[config.mk]
export PLATFORM = sky130hd
export DESIGN_NAME = searchable_burst_queue_core_flat
export DESIGN_NICKNAME = d
export VERILOG_FILES = /design/src/rtl/sbq_pkg.sv /design/src/rtl/sbq_if.sv /design/src/rtl/sbq_store.sv /design/src/rtl/searchable_burst_queue_core.sv /design/src/flat_wrapper.sv
export SDC_FILE = /design/constraint.sdc
export NUM_CORES = 2
export LEC_CHECK = 0
export BUFFER_PORTS_ARGS = -buffer_cell sky130_fd_sc_hd__buf_4
export CAP_MARGIN = 5
export CORE_ASPECT_RATIO = 0.8
export CORE_MARGIN = 1
export CORE_UTILIZATION = 25
export CTS_CLUSTER_SIZE = 30
export DETAILED_ROUTE_END_ITERATION = 10
export PLACE_DENSITY_LB_ADDON = 0.08
export SYNTH_ARGS = -nofsm -noshare
export SYNTH_HDL_FRONTEND = slang
export SYNTH_MEMORY_MAX_BITS = 65536
export SYNTH_SLANG_ARGS = --single-unit
export TNS_END_PERCENT = 30
[constraint.sdc]
create_clock -name i_clk -period 7.5 [get_ports i_clk]
set_clock_uncertainty 0.2 [all_clocks]
set_input_delay 1.125 -clock i_clk [delete_from_list [all_inputs] [get_ports i_clk]]
set_output_delay 1.125 -clock i_clk [all_outputs]
set_load 0.02 [all_outputs]
[src/rtl/sbq_pkg.sv]
`timescale 1ns / 1ps
// Shared types, codes and widths for the searchable burst queue.
package sbq_pkg;

    localparam int LEN_W   = 31;
    localparam int STAMP_W = 32;
    localparam int POS_W   = 6;
    localparam int TOT_W   = 7;
    localparam int CMD_W   = 2;
    localparam int STAT_W  = 3;

    localparam int DEPTH_DEF       = 64;
    localparam int THREAD_BITS_DEF = 8;

    typedef logic [CMD_W-1:0]  t_cmd;
    typedef logic [STAT_W-1:0] t_status;

    localparam t_cmd CMD_APPEND = 2'd0;
    localparam t_cmd CMD_POP    = 2'd1;
    localparam t_cmd CMD_FIND   = 2'd2;
    localparam t_cmd CMD_REMOVE = 2'd3;

    localparam t_status ST_OK        = 3'd0;
    localparam t_status ST_NOT_FOUND = 3'd1;
    localparam t_status ST_EMPTY     = 3'd2;
    localparam t_status ST_RANGE     = 3'd3;
    localparam t_status ST_FULL      = 3'd4;

endpackage

[src/rtl/sbq_if.sv]
`timescale 1ns / 1ps
// Command and result channel interfaces of the burst queue.
interface sbq_cmd_if #(
    parameter int THREAD_BITS = sbq_pkg::THREAD_BITS_DEF
);
    import sbq_pkg::*;

    logic                   valid;
    logic                   ready;
    t_cmd                   cmd;
    logic [LEN_W-1:0]       burst_length;
    logic [THREAD_BITS-1:0] thread_id;
    logic [STAMP_W-1:0]     stamp;
    logic [POS_W-1:0]       position;

    modport source (
        output valid, cmd, burst_length, thread_id, stamp, position,
        input  ready
    );
    modport sink (
        input  valid, cmd, burst_length, thread_id, stamp, position,
        output ready
    );
endinterface

interface sbq_res_if #(
    parameter int THREAD_BITS = sbq_pkg::THREAD_BITS_DEF
);
    import sbq_pkg::*;

    logic                   valid;
    logic                   ready;
    t_status                status;
    logic [POS_W-1:0]       found_position;
    logic [LEN_W-1:0]       out_length;
    logic [THREAD_BITS-1:0] out_thread;
    logic [STAMP_W-1:0]     out_stamp;
    logic [TOT_W-1:0]       entry_total;

    modport source (
        output valid, status, found_position, out_length, out_thread, out_stamp,
               entry_total,
        input  ready
    );
    modport sink (
        input  valid, status, found_position, out_length, out_thread, out_stamp,
               entry_total,
        output ready
    );
endinterface

[src/rtl/sbq_store.sv]
`timescale 1ns / 1ps
// Entry memory: one write port, one read port with registered read data.
module sbq_store #(
    parameter int DEPTH = sbq_pkg::DEPTH_DEF,
    parameter int WIDTH = 1
) (
    input  logic                     i_clk,
    input  logic                     i_we,
    input  logic [$clog2(DEPTH)-1:0] i_waddr,
    input  logic [WIDTH-1:0]         i_wdata,
    input  logic [$clog2(DEPTH)-1:0] i_raddr,
    output logic [WIDTH-1:0]         o_rdata
);
    logic [WIDTH-1:0] r_mem [DEPTH];
    logic [WIDTH-1:0] r_rdata;

    always_ff @(posedge i_clk) begin
        if (i_we) begin
            r_mem[i_waddr] <= i_wdata;
        end
    end

    always_ff @(posedge i_clk) begin
        r_rdata <= r_mem[i_raddr];
    end

    assign o_rdata = r_rdata;
endmodule

[src/rtl/searchable_burst_queue_core.sv]
`timescale 1ns / 1ps
// Searchable burst queue: circular entry memory with append, pop, find, remove.
//
//  channel   dir   handshake      payload
//  i_cmd     in    valid/ready    cmd, burst_length, thread_id, stamp, position
//  o_res     out   valid/ready    status, found_position, out_length, out_thread,
//                                 out_stamp, entry_total
//
// Append and any error go straight to the done state; pop and remove of the head
// first read the head entry. Find scans from the head and stops at the first match
// or at the tail. Remove at position p walks the tail down one entry per cycle
// through the single read and single write port of the memory.
// One command at a time; i_cmd.ready is high only while idle. Reset clears count
// and head; the memory is not cleared. A stalled o_res holds the next result back.
module searchable_burst_queue_core #(
    parameter int DEPTH       = sbq_pkg::DEPTH_DEF,
    parameter int THREAD_BITS = sbq_pkg::THREAD_BITS_DEF
) (
    input  logic      i_clk,
    input  logic      i_rst_n,
    sbq_cmd_if.sink   i_cmd,
    sbq_res_if.source o_res
);
    import sbq_pkg::*;

    localparam int AW    = $clog2(DEPTH);
    localparam int CNT_W = $clog2(DEPTH + 1);
    localparam int EXT_W = (CNT_W > TOT_W) ? CNT_W : TOT_W;
    localparam int ENT_W = LEN_W + THREAD_BITS + STAMP_W;

    localparam logic [CNT_W-1:0] FULL_CNT = CNT_W'(DEPTH);
    localparam logic [AW:0]      WRAP     = (AW + 1)'(DEPTH);

    localparam logic [1:0] S_IDLE  = 2'd0;
    localparam logic [1:0] S_SHIFT = 2'd1;
    localparam logic [1:0] S_FIND  = 2'd2;
    localparam logic [1:0] S_DONE  = 2'd3;

    function automatic logic [AW-1:0] f_phys(input logic [AW-1:0] base,
                                             input logic [AW-1:0] off);
        logic [AW:0] sum;
        sum = {1'b0, base} + {1'b0, off};
        if (sum >= WRAP) begin
            sum = sum - WRAP;
        end
        return sum[AW-1:0];
    endfunction

    logic [1:0]             r_state, n_state;
    logic [AW-1:0]          r_head, n_head;
    logic [CNT_W-1:0]       r_count, n_count;
    logic [AW-1:0]          r_cur, n_cur;
    logic                   r_first, n_first;
    logic [THREAD_BITS-1:0] r_key, n_key;
    t_status                r_status, n_status;
    logic [POS_W-1:0]       r_fpos, n_fpos;
    logic [LEN_W-1:0]       r_len, n_len;
    logic [THREAD_BITS-1:0] r_thr, n_thr;
    logic [STAMP_W-1:0]     r_stp, n_stp;

    logic                   r_out_valid, n_out_valid;
    t_status                r_o_status, n_o_status;
    logic [POS_W-1:0]       r_o_fpos, n_o_fpos;
    logic [LEN_W-1:0]       r_o_len, n_o_len;
    logic [THREAD_BITS-1:0] r_o_thr, n_o_thr;
    logic [STAMP_W-1:0]     r_o_stp, n_o_stp;
    logic [TOT_W-1:0]       r_o_total, n_o_total;

    logic                   w_accept;
    logic                   w_out_free;
    logic                   w_we;
    logic [AW-1:0]          w_waddr;
    logic [ENT_W-1:0]       w_wdata;
    logic [AW-1:0]          w_raddr;
    logic [ENT_W-1:0]       w_rdata;
    logic [LEN_W-1:0]       w_rd_len;
    logic [THREAD_BITS-1:0] w_rd_thr;
    logic [STAMP_W-1:0]     w_rd_stp;
    logic [CNT_W-1:0]       w_cur_next;
    logic                   w_more;
    logic [EXT_W-1:0]       w_pos_ext;
    logic [EXT_W-1:0]       w_cnt_ext;
    logic [EXT_W-1:0]       w_cur_ext;

    sbq_store #(
        .DEPTH (DEPTH),
        .WIDTH (ENT_W)
    ) u_store (
        .i_clk   (i_clk),
        .i_we    (w_we),
        .i_waddr (w_waddr),
        .i_wdata (w_wdata),
        .i_raddr (w_raddr),
        .o_rdata (w_rdata)
    );

    assign i_cmd.ready = (r_state == S_IDLE);
    assign w_accept    = i_cmd.valid && (r_state == S_IDLE);
    assign w_out_free  = !r_out_valid || o_res.ready;

    assign w_rd_len   = w_rdata[ENT_W-1 -: LEN_W];
    assign w_rd_thr   = w_rdata[STAMP_W +: THREAD_BITS];
    assign w_rd_stp   = w_rdata[STAMP_W-1:0];
    assign w_cur_next = CNT_W'(r_cur) + CNT_W'(1);
    assign w_more     = (w_cur_next < r_count);
    assign w_pos_ext  = EXT_W'(i_cmd.position);
    assign w_cnt_ext  = EXT_W'(r_count);
    assign w_cur_ext  = EXT_W'(r_cur);

    always_comb begin
        n_state     = r_state;
        n_head      = r_head;
        n_count     = r_count;
        n_cur       = r_cur;
        n_first     = r_first;
        n_key       = r_key;
        n_status    = r_status;
        n_fpos      = r_fpos;
        n_len       = r_len;
        n_thr       = r_thr;
        n_stp       = r_stp;
        n_out_valid = r_out_valid && !o_res.ready;
        n_o_status  = r_o_status;
        n_o_fpos    = r_o_fpos;
        n_o_len     = r_o_len;
        n_o_thr     = r_o_thr;
        n_o_stp     = r_o_stp;
        n_o_total   = r_o_total;
        w_we        = 1'b0;
        w_waddr     = f_phys(r_head, r_cur - AW'(1));
        w_wdata     = w_rdata;
        w_raddr     = r_head;

        unique case (r_state)
            S_IDLE: begin
                if (w_accept) begin
                    n_status = ST_OK;
                    n_fpos   = '0;
                    n_len    = '0;
                    n_thr    = '0;
                    n_stp    = '0;
                    n_key    = i_cmd.thread_id;
                    n_first  = 1'b1;
                    n_cur    = '0;
                    n_state  = S_DONE;
                    unique case (i_cmd.cmd)
                        CMD_APPEND: begin
                            if (r_count == FULL_CNT) begin
                                n_status = ST_FULL;
                            end else begin
                                w_we    = 1'b1;
                                w_waddr = f_phys(r_head, w_cnt_ext[AW-1:0]);
                                w_wdata = {i_cmd.burst_length, i_cmd.thread_id, i_cmd.stamp};
                                n_count = r_count + CNT_W'(1);
                            end
                        end
                        CMD_POP: begin
                            if (r_count == '0) begin
                                n_status = ST_EMPTY;
                            end else begin
                                n_state = S_SHIFT;
                            end
                        end
                        CMD_FIND: begin
                            if (r_count == '0) begin
                                n_status = ST_NOT_FOUND;
                            end else begin
                                n_state = S_FIND;
                            end
                        end
                        CMD_REMOVE: begin
                            if (w_pos_ext >= w_cnt_ext) begin
                                n_status = ST_RANGE;
                            end else begin
                                w_raddr = f_phys(r_head, w_pos_ext[AW-1:0]);
                                n_cur   = w_pos_ext[AW-1:0];
                                n_state = S_SHIFT;
                            end
                        end
                        default: n_state = S_DONE;
                    endcase
                end
            end
            S_SHIFT: begin
                // first beat captures the removed entry, later beats move one down
                n_first = 1'b0;
                if (r_first) begin
                    n_len = w_rd_len;
                    n_thr = w_rd_thr;
                    n_stp = w_rd_stp;
                end else begin
                    w_we = 1'b1;
                end
                if (r_first && (r_cur == '0)) begin
                    n_head  = f_phys(r_head, AW'(1));
                    n_count = r_count - CNT_W'(1);
                    n_state = S_DONE;
                end else if (w_more) begin
                    w_raddr = f_phys(r_head, w_cur_next[AW-1:0]);
                    n_cur   = w_cur_next[AW-1:0];
                end else begin
                    n_count = r_count - CNT_W'(1);
                    n_state = S_DONE;
                end
            end
            S_FIND: begin
                if (w_rd_thr == r_key) begin
                    n_fpos  = w_cur_ext[POS_W-1:0];
                    n_len   = w_rd_len;
                    n_state = S_DONE;
                end else if (w_more) begin
                    w_raddr = f_phys(r_head, w_cur_next[AW-1:0]);
                    n_cur   = w_cur_next[AW-1:0];
                end else begin
                    n_status = ST_NOT_FOUND;
                    n_state  = S_DONE;
                end
            end
            S_DONE: begin
                if (w_out_free) begin
                    n_out_valid = 1'b1;
                    n_o_status  = r_status;
                    n_o_fpos    = r_fpos;
                    n_o_len     = r_len;
                    n_o_thr     = r_thr;
                    n_o_stp     = r_stp;
                    n_o_total   = w_cnt_ext[TOT_W-1:0];
                    n_state     = S_IDLE;
                end
            end
            default: n_state = S_IDLE;
        endcase
    end

    always_ff @(posedge i_clk) begin
        if (!i_rst_n) begin
            r_state     <= S_IDLE;
            r_head      <= '0;
            r_count     <= '0;
            r_out_valid <= 1'b0;
        end else begin
            r_state     <= n_state;
            r_head      <= n_head;
            r_count     <= n_count;
            r_out_valid <= n_out_valid;
        end
    end

    always_ff @(posedge i_clk) begin
        r_cur      <= n_cur;
        r_first    <= n_first;
        r_key      <= n_key;
        r_status   <= n_status;
        r_fpos     <= n_fpos;
        r_len      <= n_len;
        r_thr      <= n_thr;
        r_stp      <= n_stp;
        r_o_status <= n_o_status;
        r_o_fpos   <= n_o_fpos;
        r_o_len    <= n_o_len;
        r_o_thr    <= n_o_thr;
        r_o_stp    <= n_o_stp;
        r_o_total  <= n_o_total;
    end

    assign o_res.valid          = r_out_valid;
    assign o_res.status         = r_o_status;
    assign o_res.found_position = r_o_fpos;
    assign o_res.out_length     = r_o_len;
    assign o_res.out_thread     = r_o_thr;
    assign o_res.out_stamp      = r_o_stp;
    assign o_res.entry_total    = r_o_total;
endmodule

[src/flat_wrapper.sv]
// flat-port wrapper written by rule: the top's interface ports become plain ports
module searchable_burst_queue_core_flat import sbq_pkg::*;
#(
    parameter int DEPTH       = sbq_pkg::DEPTH_DEF,
    parameter int THREAD_BITS = sbq_pkg::THREAD_BITS_DEF
)
  (i_clk, i_rst_n, i_cmd_valid, i_cmd_cmd, i_cmd_burst_length, i_cmd_thread_id, i_cmd_stamp, i_cmd_position, i_cmd_ready, o_res_valid, o_res_status, o_res_found_position, o_res_out_length, o_res_out_thread, o_res_out_stamp, o_res_entry_total, o_res_ready);
  sbq_cmd_if #(.THREAD_BITS(THREAD_BITS)) i_cmd_i ();
  sbq_res_if #(.THREAD_BITS(THREAD_BITS)) o_res_i ();
  input  logic i_clk;
  input  logic i_rst_n;
  input wire logic [$bits(i_cmd_i.valid)-1:0] i_cmd_valid;
  input wire logic [$bits(i_cmd_i.cmd)-1:0] i_cmd_cmd;
  input wire logic [$bits(i_cmd_i.burst_length)-1:0] i_cmd_burst_length;
  input wire logic [$bits(i_cmd_i.thread_id)-1:0] i_cmd_thread_id;
  input wire logic [$bits(i_cmd_i.stamp)-1:0] i_cmd_stamp;
  input wire logic [$bits(i_cmd_i.position)-1:0] i_cmd_position;
  output wire logic [$bits(i_cmd_i.ready)-1:0] i_cmd_ready;
  output wire logic [$bits(o_res_i.valid)-1:0] o_res_valid;
  output wire logic [$bits(o_res_i.status)-1:0] o_res_status;
  output wire logic [$bits(o_res_i.found_position)-1:0] o_res_found_position;
  output wire logic [$bits(o_res_i.out_length)-1:0] o_res_out_length;
  output wire logic [$bits(o_res_i.out_thread)-1:0] o_res_out_thread;
  output wire logic [$bits(o_res_i.out_stamp)-1:0] o_res_out_stamp;
  output wire logic [$bits(o_res_i.entry_total)-1:0] o_res_entry_total;
  input wire logic [$bits(o_res_i.ready)-1:0] o_res_ready;
  assign i_cmd_i.valid = i_cmd_valid;
  assign i_cmd_i.cmd = i_cmd_cmd;
  assign i_cmd_i.burst_length = i_cmd_burst_length;
  assign i_cmd_i.thread_id = i_cmd_thread_id;
  assign i_cmd_i.stamp = i_cmd_stamp;
  assign i_cmd_i.position = i_cmd_position;
  assign i_cmd_ready = i_cmd_i.ready;
  assign o_res_valid = o_res_i.valid;
  assign o_res_status = o_res_i.status;
  assign o_res_found_position = o_res_i.found_position;
  assign o_res_out_length = o_res_i.out_length;
  assign o_res_out_thread = o_res_i.out_thread;
  assign o_res_out_stamp = o_res_i.out_stamp;
  assign o_res_entry_total = o_res_i.entry_total;
  assign o_res_i.ready = o_res_ready;
  searchable_burst_queue_core #(.DEPTH(DEPTH), .THREAD_BITS(THREAD_BITS)) u_core (.i_clk(i_clk), .i_rst_n(i_rst_n), .i_cmd(i_cmd_i), .o_res(o_res_i));
endmodule
-- Word-level counts from Yosys, hierarchy flattened
Memories as Yosys holds them, arrays and structs flattened. A register that Yosys moved wholly into a read port is not among the register bits.
Cells that the tools add are included.
- $add $sub $neg: 14
- $lt $le $gt $ge: 7
- eq/ne operators: 18
- mux-type cells: 76
- reductions and logical operators: 24
- operator list (kind ; number):
    two-way mux 71 bit ; 4
    two-way mux 6 bit ; 23
    two-way mux 31 bit ; 3
    case mux 31 bit (3 select lines) ; 1
    two-way mux 32 bit ; 2
    case mux 32 bit (2 select lines) ; 1
    case mux 6 bit (3 select lines) ; 2
    subtractor 6 x 1 -> 6 bit, second input constant ; 6
    >= comparator 7 bit, second input constant ; 5
    two-way mux 7 bit ; 5
    adder 6 x 6 -> 7 bit ; 4
    two-way mux 2 bit ; 9
    two-way mux 8 bit ; 2
    case mux 8 bit (2 select lines) ; 1
    adder 6 x 1 -> 7 bit, second input constant ; 2
    case mux 7 bit (2 select lines) ; 1
    two-way mux 3 bit ; 4
    case mux 3 bit (4 select lines) ; 1
    case mux 6 bit (2 select lines) ; 1
    AND reduction 4 bit ; 3
    two-way mux 1 bit ; 11
    inequality test 2 x 1 -> 1 bit, second input constant ; 5
    AND reduction 2 bit ; 5
    equality test 2 bit, second input constant ; 4
    other kinds (23) ; 34
- flip-flop bits (word level): 198
- bits in writable memories: 4544
- input bits: 83
- output and inout port bits: 89
- memories: 1
- memory list (memory ; words ; bits a word ; rd ports ; clocked after Yosys merged registers in ; write ports ; RTL line ; RTL):
    u_core.u_store.r_mem ; 64 ; 71 ; 1 ; 1 ; 1 ; sbq_store.sv:14 ; logic [WIDTH-1:0] r_mem [DEPTH];

-- Depth between registers and ports, before layout
- word-level depth: 8
- depth in mapped cells: 22
- mapped depth without buffers: 15

-- By module
Synthesis repeated with hierarchy kept, for this count alone.
- cells, all modules: 7923
- area, all modules: 182358.6 µm²
- by module, submodules not included (module ; instances ; cells an instance ; area each (µm²) ; sequential area each (µm²)):
    sbq_store ; 1 ; 7215 ; 172674.4 ; 137872.2
    searchable_burst_queue_core ; 1 ; 708 ; 9684.3 ; 5785.5

-- Worst setup path after synthesis
OpenSTA, ideal clock, no wires.
- path kind: input to register
- start: input i_cmd_cmd[0]
- end: memory u_core.u_store.r_mem[19][0] (netlist bit), enable pin
- setup time: 501 ps
- data arrival time: 6035 ps
- data required time: 6799 ps
- path slack: 764 ps
- stages on the path: 8
- buffers on the path: 3
- cell sequence: buf_2 -> nor4b_1 -> clkbuf_1 -> clkbuf_1 -> nand3_1 -> o41ai_1 -> nand2_1 -> nor2_1
- cells in the longest elaborated chain, start to end: 6
- elaborated cells on any way between the ends: 9
- classes of those cells: mux: 8; reduce/logical: 1
- RTL lines (what ; RTL line ; RTL):
    start, declared ; flat_wrapper.sv:13 ; input wire logic [$bits(i_cmd_i.cmd)-1:0] i_cmd_cmd;
    zero test 2 bit (*) ; searchable_burst_queue_core.sv:146 ; unique case (i_cmd.cmd)
    two-way mux 1 bit ; searchable_burst_queue_core.sv:146 ;
    two-way mux 1 bit ; searchable_burst_queue_core.sv:136 ; if (w_accept) begin
    case mux 1 bit (2 select lines) ; searchable_burst_queue_core.sv:134 ; unique case (r_state)
    two-way mux 1 bit ; sbq_store.sv:18 ; if (i_we) begin
    two-way mux 1 bit (not written as such) ; sbq_store.sv:19 ; r_mem[i_waddr] <= i_wdata;
    end, declared ; sbq_store.sv:14 ;
Every way passes the cells marked *; elsewhere a longest branch is shown, timed or not.

-- Worst setup path after layout
- start: register u_core.r_cur[2]
- end: register u_core.u_store.r_rdata[42], in the netlist u_core.u_store.o_rdata[42], read port of u_core.u_store.r_mem
- cells in the longest elaborated chain, start to end: 7
- elaborated cells on any way between the ends: 12
- classes of those cells: add/sub: 3; order compare: 2; mux: 5; reduce/logical: 2
- RTL lines (what ; RTL line ; RTL):
    start, declared ; searchable_burst_queue_core.sv:52 ; logic [AW-1:0] r_cur, n_cur;
    start signal, assigned ; searchable_burst_queue_core.sv:250 ; r_cur <= n_cur;
    adder 6 x 1 -> 7 bit ; searchable_burst_queue_core.sv:104 ; assign w_cur_next = CNT_W'(r_cur) + CNT_W'(1);
    adder 6 x 6 -> 7 bit ; searchable_burst_queue_core.sv:42 ; sum = {1'b0, base} + {1'b0, off};
    subtractor 6 x 1 -> 6 bit / >= comparator 7 bit (equally long branches) ; searchable_burst_queue_core.sv:44, searchable_burst_queue_core.sv:43 ;
    two-way mux 6 bit ; searchable_burst_queue_core.sv:43 ; if (sum >= WRAP) begin
    two-way mux 6 bit ; searchable_burst_queue_core.sv:211 ; end else if (w_more) begin
    two-way mux 6 bit (on tied branches) ; searchable_burst_queue_core.sv:207, searchable_burst_queue_core.sv:194 ;
    case mux 6 bit (3 select lines) (*) ; searchable_burst_queue_core.sv:134 ;
    end, declared ; sbq_store.sv:15 ; logic [WIDTH-1:0] r_rdata;
Marks and branches as above.
A chain may end at the register's enable or synchronous reset.

==> metrics.md <==
| Metric | Value |
|---|---|
| Outcome | `finished clean` |
| Max Slew Vio Count | `0` |
| Clock Sinks | `4813` |
| Core area | `744000 µm²` |
| Setup bufs post-CTS | `0` |
| Maximum VDD drop | `0.332 mV` |
| Top Ports | `172` |
| Mapped Area | `between 150000 and 200000 µm²` |
| Setup CP Type | `flop to flop` |
| Count leader, synth | `edfxtp_1` |
| Mapped Cells | `12800` |
| Global-route wire length before repair | `1050000 µm` |
| Drt initial violations | `approximately 14000` |
| Final core utilization | `0.299` |
| Crit Path Max Fanout | `48` |
| Sequential cell area | `144000 µm²` |
| Non-Filler Instances | `around 24000` |
| Pin count of the biggest net entering global routing | `between 150 and 200` |
| Root Driver | `clkbuf_16` |
| GR Overflow Total | `0` |
| Worst-margin pin slew | `1.44 ns` |
| Most used cell, CP | `nand2_1` |
| Syn Area/Cell | `14.6 µm²` |
| Port Buffers | `171` |
| Fraction of layout cells with a size suffix above 1 | `0.127` |
| Crit end category | `flop` |
| Placed Instances | `22600` |
| Cell accounting for the most synthesized area | `edfxtp_1` |
| Yosys reg bits | `4813` |
| Initial antenna violation count | `90` |
| Synth top area share | `0.759` |
| Worst Path Required | `8.16 ns` |
| Worst path cell trace | `nand2_1, o21ai_0, nand2_1, ha_1, a21oi_1, a21boi_0, a311o_1, a2bb2oi_1, o21a_1, nor2_4, buf_4, buf_12, nand2_1, and3_1, a31oi_1, o22ai_1, o31ai_1` |
| Total Routing Usage GR | `0.202` |
| CTS buffer count | `between 500 and 600` |
| Sum of net half-perimeters after detailed placement | `approximately 430000 µm` |
| Nature of the critical path startpoint | `flop` |
| Final Cycle Share | `0.948` |
| Unrepaired setup endpoints after global routing | `no` |
| Rel. slew slack | `0.0346` |
| Synth-to-layout area growth | `18.9%` |
| CTS Hold Bufs | `7` |
| Final Wtd Congestion | `0.772` |
| CTS-repair resized insts | `0` |
| Vias | `118000` |
| Vias/cell | `5.01` |
| Post-DRT Antenna Nets | `0` |
| Setup violators final | `0` |
| Main synth FF type | `edfxtp_1` |
| CP bufs+invs | `2` |
| # Max-Cap Violations | `0` |
| Clock Tree Buf Depth | `4` |
| Starting density of the core | `0.251` |
| Number of synthesized flops with an enable pin | `4726` |
| Ys async rst share | `0` |
| Placed instance area | `slightly above 200000 µm²` |
| Layout Nets | `~13000` |
| Design area | `222000 µm²` |
| Critical Path AT | `7.77 ns` |
| Reg clk slew, reported paths | `0.06 ns` |
| # H-tree levels | `6` |
| Post-synth cell types | `a little over 80` |
| Setup TNS | `0 ns` |
| Number of fill cells | `roughly 74000` |
| Skew-Pair Late Insertion Delay | `around 1.1 ns` |
| Placement Rows | `between 200 and 300` |
| Slowest Stage Delay on Critical Path | `1.21 ns` |
| Die Area | `751000 µm²` |
| Vias in the first global route | `114000` |
| Sequential-to-total area share from yosys stat | `0.768` |
| Remaining DRCs | `0` |
| Hold Crit Class | `primary input to flop` |
| Worst hold slack | `between 0.15 and 0.2 ns` |
| Kind of cell adding the most delay to the critical path | `compound AO/OA/AOI/OAI gates` |
| Final hold vios | `0` |
| Max Clk Rate | `141 MHz` |
| Syn_nets | `13000` |
| Routed WL | `between 700000 and 800000 µm` |
| Die Wd | `just under 1000 µm` |
| Slowest CP cell | `o31ai_1` |
| Pwr/cell area | `428 nW/µm²` |
| Leakage power | `roughly 70 nW` |
| Top post-synthesis cells by count | `edfxtp_1 (4726), nand2_1 (2914), a21oi_1 (947)` |
| First-pass DRT Iterations | `5` |
| Multi-input logic area | `40400 µm²` |
| Tmin final | `7.11 ns` |
| Wire length per cell | `roughly 33 µm` |
| Die height | `775 µm` |
| Main area contributors after synthesis | `edfxtp_1 (76%), nand2_1 (5.9%), a21oi_1 (2.5%), nand3_1 (1.9%), mux2i_1 (1.8%)` |
| CTS tree | `built` |
| Yosys warning count | `0` |
-- final timing paths --
kind / start / end / slack (ns) / depth (start not counted)
worst min-delay path: i_cmd_cmd[1] / u_core.r_status[2] / 0.17 / 2
worst max register to register: u_core.r_cur[2] / u_core.u_store.o_rdata[42] / 0.39 / 17
worst min register to register: u_core.r_len[1] / u_core.o_res.out_length[1] / 0.21 / 0
worst max-delay path: u_core.r_cur[2] / u_core.u_store.o_rdata[42] / 0.39 / 17
-- routing by layer --
metal / vias to the layer above / track usage / part of all wire
met3: 836 / 0.0244 / 0.056
met5: - / 0 / 0.000059
li1: 49900 / - / -
met2: 4278 / 0.311 / 0.44
met4: 2 / 0.0416 / 0.021
met1: 63200 / 0.305 / 0.48
-- placed cells by master (no fill, tap or decap), drive strengths merged, types with 198 or more instances in the layout --
cell / instances
and3: 254
nor2: 198
nand2: 2914
a22oi: 345
a21oi: 948
edfxtp: 4726
buf: 713
mux2i: 339
nand3: 715
clkbuf: 752
-- cells by family after synthesis --
logic type                 Yosys count  synth area share
buffers and inverters              859            0.0199
AOI/OAI and AO/OA                 2208            0.0774
xor gates and xnor gates            43           0.00201
and+or+nand+nor                   4415             0.101
DFF                               4813             0.768
muxes                              453            0.0274
adders and majority gates           48           0.00341
-- stage by stage --
step	setup slack, ns	power [mW]
floorplan	0.764	53.6
global placement	0.472	68.8
detailed placement	0.659	69.1
CTS	0.656	96.1
global route	0.345	99.1
finish	0.390	95.1
-- sequential cells by signal, summed over array words and instances, names as in the netlist, 8 cells and up --
| signal | flops |
|---|---|
| u_core.o_res.out_stamp | 32 |
| u_core.u_store.o_rdata | 71 |
| u_core.r_len | 31 |
| u_core.r_stp | 32 |
| u_core.r_key | 8 |
| u_core.o_res.out_length | 31 |
| u_core.u_store.r_mem | 4544 |
| u_core.o_res.out_thread | 8 |
| u_core.r_thr | 8 |
-- cell type report --
| cell class | count | share of cell area |
|---|---|---|
| diodes | 30 | 0.000338 |
| clock buffers | 752 | 0.0688 |
| clock inverters | 253 | 0.0107 |
| inverters | 28 | 0.000473 |
| multi-input cells | 7167 | 0.182 |
| flip-flops and latches | 4813 | 0.646 |
| well taps | 9832 | 0.0554 |
| repair buffers | 720 | 0.0362 |
-- power breakdown --
part           switching (mW)  leakage, nW  internal (mW)  total (mW)
sequential              0.784         43.3           34.9        35.7
clock                    11.5         8.61           15.3        26.9
combinational            24.1         19.5           8.41        32.5
total                    36.4         71.4           58.7        95.1
(Power assumes the default switching activity.)
